$ cat config.mk
export PLATFORM = sky130hd
export DESIGN_NAME = rau_ctrl
export DESIGN_NICKNAME = d
export VERILOG_FILES = /design/src/design/rau_pkg.sv /design/src/design/rau_ctrl.sv
export SDC_FILE = /design/constraint.sdc
export NUM_CORES = 1
export LEC_CHECK = 0
export BUFFER_PORTS_ARGS = -buffer_cell sky130_fd_sc_hd__buf_2
export CAP_MARGIN = 20
export CORE_UTILIZATION = 40
export CTS_BUF_LIST = sky130_fd_sc_hd__clkbuf_4
export CTS_CLUSTER_DIAMETER = 60
export DETAILED_ROUTE_END_ITERATION = 10
export SLEW_MARGIN = 20
export SYNTH_ARGS = -nofsm -noshare
export SYNTH_HDL_FRONTEND = slang
export SYNTH_SLANG_ARGS = --single-unit
export TNS_END_PERCENT = 50
$ cat constraint.sdc
create_clock -name clk -period 5.42 [get_ports clk]
set_clock_uncertainty 0.05 [all_clocks]
set_input_delay 1.355 -clock clk [delete_from_list [all_inputs] [get_ports clk]]
set_output_delay 1.355 -clock clk [all_outputs]
set_load 0.03 [all_outputs]
$ cat src/design/rau_pkg.sv
// ----------------------------------------------------------------------------
// rau_pkg
// Shared types and constants for the rational arithmetic unit.
// ----------------------------------------------------------------------------
`default_nettype none

package rau_pkg;

	localparam int WIDTH  = 32;             // significant bits of operands
	localparam int FW     = 32;             // numerator field width
	localparam int DENW   = 31;             // result denominator field width
	localparam int DW     = 2 * WIDTH;      // double-width intermediates
	localparam int CNT_W  = $clog2(DW);     // step counter / shift count

	typedef enum logic [3:0] {
		OP_ADD = 4'd0,
		OP_SUB = 4'd1,
		OP_MUL = 4'd2,
		OP_DIV = 4'd3,
		OP_EQ  = 4'd4,
		OP_GT  = 4'd5,
		OP_LT  = 4'd6,
		OP_GE  = 4'd7,
		OP_LE  = 4'd8,
		OP_NEG = 4'd9,
		OP_ABS = 4'd10
	} op_t;

	typedef enum logic [1:0] {
		ST_OK   = 2'd0,
		ST_ZDEN = 2'd1,
		ST_DIV0 = 2'd2,
		ST_OVF  = 2'd3
	} status_t;

	// which product the shared multiplier forms
	typedef enum logic [1:0] {
		MS_L = 2'd0,
		MS_R = 2'd1,
		MS_D = 2'd2
	} msel_t;

	// what the output register is loaded with
	typedef enum logic [2:0] {
		K_ARITH = 3'd0,
		K_CMP   = 3'd1,
		K_ZDEN  = 3'd2,
		K_DIV0  = 3'd3,
		K_NONE  = 3'd4
	} kind_t;

	typedef enum logic [3:0] {
		S_IDLE,
		S_CHECK,
		S_MUL,
		S_MWAIT,
		S_COMB,
		S_GCD,
		S_DIVN,
		S_NEXT,
		S_DIVD,
		S_FIN
	} state_t;

	typedef struct packed {
		logic  load;
		logic  mul_go;
		msel_t mul_sel;
		logic  comb;
		logic  gcd_step;
		logic  div_init;
		logic  div_sel_d;
		logic  div_step;
		logic  keep_n;
		logic  out_load;
		kind_t out_kind;
	} rau_cmd_t;

	typedef struct packed {
		logic [3:0] op;
		logic       zden;
		logic       div0;
		logic       gcd_done;
	} rau_sts_t;

endpackage

`default_nettype wire

$ cat src/design/rau_ctrl.sv
// ----------------------------------------------------------------------------
// rau_ctrl
// Controller: sequences check, products, combine, gcd and both divisions,
// and owns the handshake of both channels.
// ----------------------------------------------------------------------------
`default_nettype none

module rau_ctrl
	import rau_pkg::*;
(
	input  wire logic     clk,
	input  wire logic     arst_n,
	input  wire logic     in_valid,
	output logic          in_ready,
	output logic          out_valid,
	input  wire logic     out_ready,
	input  wire rau_sts_t sts,
	output rau_cmd_t      cmd
);

	state_t           state_q, state_d;
	kind_t            kind_q, kind_d;
	logic [CNT_W-1:0] cnt_q, cnt_d;
	logic             ov_q, ov_d;
	logic             is_cmp;

	assign is_cmp = (sts.op == OP_EQ) || (sts.op == OP_GT) || (sts.op == OP_LT) ||
		(sts.op == OP_GE) || (sts.op == OP_LE);

	always_ff @(posedge clk or negedge arst_n) begin
		if (!arst_n) begin
			state_q <= S_IDLE;
			kind_q  <= K_NONE;
			cnt_q   <= '0;
			ov_q    <= 1'b0;
		end else begin
			state_q <= state_d;
			kind_q  <= kind_d;
			cnt_q   <= cnt_d;
			ov_q    <= ov_d;
		end
	end

	always_comb begin
		state_d  = state_q;
		kind_d   = kind_q;
		cnt_d    = cnt_q;
		ov_d     = ov_q && !out_ready;
		in_ready = 1'b0;
		cmd      = '0;
		cmd.mul_sel  = MS_L;
		cmd.out_kind = kind_q;
		unique case (state_q)
			S_IDLE: begin
				in_ready = 1'b1;
				if (in_valid) begin
					cmd.load = 1'b1;
					state_d  = S_CHECK;
				end
			end
			S_CHECK: begin
				cnt_d = '0;
				if (sts.op > OP_ABS) begin
					kind_d  = K_NONE;
					state_d = S_FIN;
				end else if (sts.zden) begin
					kind_d  = K_ZDEN;
					state_d = S_FIN;
				end else if (sts.op == OP_DIV && sts.div0) begin
					kind_d  = K_DIV0;
					state_d = S_FIN;
				end else begin
					state_d = S_MUL;
				end
			end
			S_MUL: begin
				cmd.mul_go  = 1'b1;
				cmd.mul_sel = msel_t'(cnt_q[1:0]);
				cnt_d       = cnt_q + CNT_W'(1);
				if (cnt_q[1:0] == MS_D)
					state_d = S_MWAIT;
			end
			S_MWAIT: state_d = S_COMB;
			S_COMB: begin
				cmd.comb = 1'b1;
				if (is_cmp) begin
					kind_d  = K_CMP;
					state_d = S_FIN;
				end else begin
					kind_d  = K_ARITH;
					state_d = S_GCD;
				end
			end
			S_GCD: begin
				if (sts.gcd_done) begin
					cmd.div_init = 1'b1;
					cnt_d        = '0;
					state_d      = S_DIVN;
				end else begin
					cmd.gcd_step = 1'b1;
				end
			end
			S_DIVN: begin
				cmd.div_step = 1'b1;
				cnt_d        = cnt_q + CNT_W'(1);
				if (cnt_q == CNT_W'(DW - 1))
					state_d = S_NEXT;
			end
			S_NEXT: begin
				cmd.keep_n    = 1'b1;
				cmd.div_init  = 1'b1;
				cmd.div_sel_d = 1'b1;
				cnt_d         = '0;
				state_d       = S_DIVD;
			end
			S_DIVD: begin
				cmd.div_step = 1'b1;
				cnt_d        = cnt_q + CNT_W'(1);
				if (cnt_q == CNT_W'(DW - 1))
					state_d = S_FIN;
			end
			S_FIN: begin
				if (!ov_q || out_ready) begin
					cmd.out_load = 1'b1;
					ov_d         = 1'b1;
					state_d      = S_IDLE;
				end
			end
			default: state_d = S_IDLE;
		endcase
	end

	assign out_valid = ov_q;

endmodule

`default_nettype wire

== Yosys cells after proc, flatten, opt, wreduce, memory -nomap -nowiden ==
Index checks and enable logic that the tools add are counted.

* Register bits after elaboration: 14
* Input bits: 11
* Output and inout bits: 16
* Word-level logic and storage cells: 81

* Add/subtract/negate cells: 1
* Order comparisons: 1
* Equality and inequality tests: 24
* Multiplexer cells: 33
* Reductions and logical operators: 18

{| class="wikitable"
|+ Operators by type and width
! cell !! number
|-
| $mux 4 || 10
|-
| $pmux 4 s10 || 1
|-
| $eq 4x3->1 const B || 8
|-
| $pmux 6 s3 || 1
|-
| $mux 1 || 14
|-
| $eq 4x2->1 const B || 3
|-
| $eq 4x4->1 const B || 3
|-
| $mux 3 || 4
|-
| $ne 2x2->1 const B || 6
|-
| $add 6x1->6 const B || 1
|-
| $eq 6x6->1 const B || 1
|-
| $mux 6 || 1
|-
| $pmux 3 s2 || 1
|-
| $reduce_and 6->1 || 1
|-
| $logic_or 1x1->1 || 5
|-
| $eq 4x1->1 const B || 1
|-
| $gt 4x4->1 const B || 1
|-
| $logic_not 4->1 || 1
|-
| $ne 4x4->1 const B || 1
|-
| $reduce_and 2->1 || 2
|-
| $reduce_or 2->1 || 2
|-
| $reduce_bool 3->1 || 1
|-
| $reduce_or 3->1 || 1
|-
| $eq 2x2->1 const B || 1
|-
| other kinds (4) || 6
|}

== Depth between registers and ports, before layout ==
* Depth in word-level cells: 7
* Gate-level depth with buffers: 7
* Mapped depth without buffers: 7

== Worst setup path after synthesis ==
No wires, ideal clock.

* Path kind: reg2out
* From: register state_q[1]
* To: output cmd[13] in the netlist's numbering
* Data arrival time: 2.151 ns
* Data required time: 4.015 ns
* Setup slack: 1.864 ns
* Cell stages (with the launch flop): 5
* Buffers on the path: 2
* Path through: dfrtp_1 > buf_2 > buf_2 > nor4_1 > and2_1

{| class="wikitable"
|+ RTL lines
! what !! line !! text
|-
| start, declared || rau_ctrl.sv:21 || <nowiki>state_t state_q, state_d;</nowiki>
|-
| start signal, assigned || rau_ctrl.sv:37 || <nowiki>state_q <= state_d;</nowiki>
|-
| end, declared || rau_ctrl.sv:18 || <nowiki>output rau_cmd_t cmd</nowiki>
|}

==> flow_metrics.py <==
metrics = {
    "run_status": {
        "status": "finished clean",
    },
    "critical_path": {
        "start_kind": "flop",
        "critical-path-top-delay-family": "flip-flops",
        "cp_slowest_stage_delay_ps": 730,
        "path_class": "flop to output port",
        "timing.critical_path.buf_inv": 1,
        "crit_chain": "nand2b_1 > nor3_1 > buf_2",
        "rrSetupSlack_ps": 3270,
        "ff2ff_path_depth": 5,
        "cp_data_required_time_ps": 4010,
        "crit_path_end_kind": "output port",
        "cp_max_fo": 18,
        "arrival_ps": 2030,
        "crit_cells": 3,
        "cp_slowest_cell": "dfrtp_1",
    },
    "yosys": {
        "ys_ff_latch": 14,
        "synth-async-reset-ratio_pct": 100,
        "synth-seq-area-share_pct": 33.9,
        "synth.cell_area_sq_mm": 0.00104,
        "synth_edf_count": 0,
        "ys_warn_count": 0,
        "yosysTopAreaCell": "dfrtp_1",
        "syn-num-nets": 134,
        "synth_area_per_cell_sq_um": 8.57,
        "synthCells": 121,
        "synth_top_area_share_pct": 31.4,
        "synth_area_leaders": "dfrtp_1, mux2i_1, nand2b_1",
        "postSynth.topFlopCell": "dfrtp_1",
        "yosysUniqueCellTypes": 39,
    },
    "power": {
        "totalPowerFinal_mw": 0.647,
        "internal_power_mw": 0.323,
        "p_comb_share_pct": 55.6,
        "netSwitchingFraction_pct": 50.2,
        "p_leak_nw": 0.559,
        "ir_drop_uv": 280,
        "p_per_area_mw_per_mm2": 543,
        "switchingPower_mw": 0.325,
        "p_seq_share_pct": 33.7,
        "p_clk_share_pct": 10.7,
    },
    "cts": {
        "cts_resized": 0,
        "post_cts_buffers": 0,
        "cts_root_buffer": "clkbuf_4",
        "h-tree-depth": 1,
        "path_clk_slew_ps": 100,
        "insertion_delay_ps": 290,
        "cts_buffer_depth": 2,
        "cts_sinks": 14,
        "tritoncts": "done",
        "hold_buffers": 0,
        "cts_made_buffers": 3,
    },
    "place": {
        "dp.cells": 169,
        "numPortBuffers": 26,
        "gp_congestion": 0.764,
        "dp_slack_ps": 2050,
        "hpwlAfterDp_mm": 1.73,
        "dpl_cell_area_sq_mm": 0.00116,
    },
    "global_route": {
        "grt_pass1_wl_mm": 4.09,
        "overflow": 0,
        "grt.total_usage_pct": 20.1,
        "grt_pass1_vias": 891,
        "grt_max_degree": 19,
        "antenna_found_initial": 0,
    },
    "timing": {
        "rsz0062_at_grt": "no",
        "report.final.slew_viol_count": 0,
        "worst_slack_ps": 1990,
        "slew_headroom_pct": 59.2,
        "layout_min_cycle_time_ps": 3430,
        "tns_ps": 0,
        "hold_viol": 0,
        "finalCritPeriodShare_pct": 63.3,
        "finalSetupViolations": 0,
        "whs_ps": 481,
        "worstMarginPinSlew_ps": 611,
        "fmax_mhz": 291,
    },
    "worst_hold_path": {
        "worstHoldPathCells": 1,
        "hp-class": "flop to flop",
    },
    "flow_run": {
        "max-cap-violations": 0,
    },
    "final_layout": {
        "final_cell_mix": "buf_2, dfrtp_1, nor2_1, nand2_1, o21ai_0",
        "fillCellCount": 255,
        "final_area_sq_mm": 0.00119,
        "layout.cells.non_filler": 173,
        "drive_gt1_share_pct": 25.2,
        "fin_util_pct": 48.6,
        "final_common_cell": "buf_2",
        "syn2layout_area_growth_pct": 15.0,
        "diodes": 0,
        "fin_nets": 157,
    },
    "floorplanning": {
        "die_h_microns": 52.9,
        "die_w_microns": 52.9,
        "start_util_pct": 42.3,
        "die_area_sq_mm": 0.00280,
        "rows": 18,
        "io-pin-count": 27,
        "core_region_area_sq_mm": 0.00245,
    },
    "detailed_routing": {
        "viasPerCell": 5.54,
        "routed_wl_mm": 2.42,
        "drc": 0,
        "routed-via-count": 959,
        "wire_per_inst_microns": 14.0,
        "ant_nets": 0,
        "dr.pass1.iters": 4,
        "drtIter0Drc": 17,
    },
}
final cells by class:
type	instances	area (sq um)	share of cell area (%)
Timing Repair Buffer	26	130	10.9
Clock buffer	4	30.0	2.52
Inverter	6	22.5	1.89
Sequential cell	14	352	29.5
Tap cell	30	37.5	3.15
Multi-Input combinational cell	93	621	52.0
cells in the mapped netlist, drive strengths merged (3+ instances only):
master	number
nand2	9
a21oi	7
mux2i	6
nor2	10
nor2b	7
o21ai	8
or3	3
nand3	6
nor3	4
dfrtp	13
nand2b	7
buf	6
inv	6
sequential cells by signal, summed over array words and instances, names as in the netlist:
signal	count
out_valid	1
cnt_q	6
state_q	4
kind_q	3
final timing paths:
check / to / from
min in group asynchronous: state_q[2] / arst_n
worst min-delay path: cnt_q[0] / cnt_q[0]
max in group asynchronous: kind_q[2] / arst_n
worst min register to register: cnt_q[0] / cnt_q[0]
worst max register to register: cnt_q[3] / state_q[0]
worst max-delay path: cmd[9] / state_q[2]
power by group through the flow:
| stage | clock, mW | sequential (mW) | combinational (mW) |
|---|---|---|---|
| finish | 0.0695 | 0.218 | 0.360 |
| global placement | 0 | 0.216 | 0.353 |
| CTS | 0.0731 | 0.217 | 0.361 |
| global route | 0.0763 | 0.227 | 0.396 |
| floorplan | 0 | 0.189 | 0.311 |
| detailed placement | 0 | 0.218 | 0.359 |
per-layer routing:
metal | routed length [microns] | GRT usage [%] | part of all wire [%] | vias up
met5 | 0 | 0 | 0 | -
met4 | 12 | 3.95 | 0.50 | 0
met3 | 117 | 5.17 | 4.8 | 2
met2 | 1070 | 32.7 | 44 | 26
met1 | 1220 | 26.9 | 51 | 452
li1 | - | - | - | 479
cell families (layout without fill, tap and decap cells):
kind of cell               count (synthesis)  count (layout)  share of synthesized area (%)
AOI/OAI and AO/OA                         27              27                           18.6
adders and majority gates                  2               2                           2.41
buffers and inverters                     14              36                           6.27
DFF                                       14              14                           33.9
muxes                                      7               7                           7.24
and+or+nand+nor                           57              57                           31.6
Power figures use the tool's default switching activity.
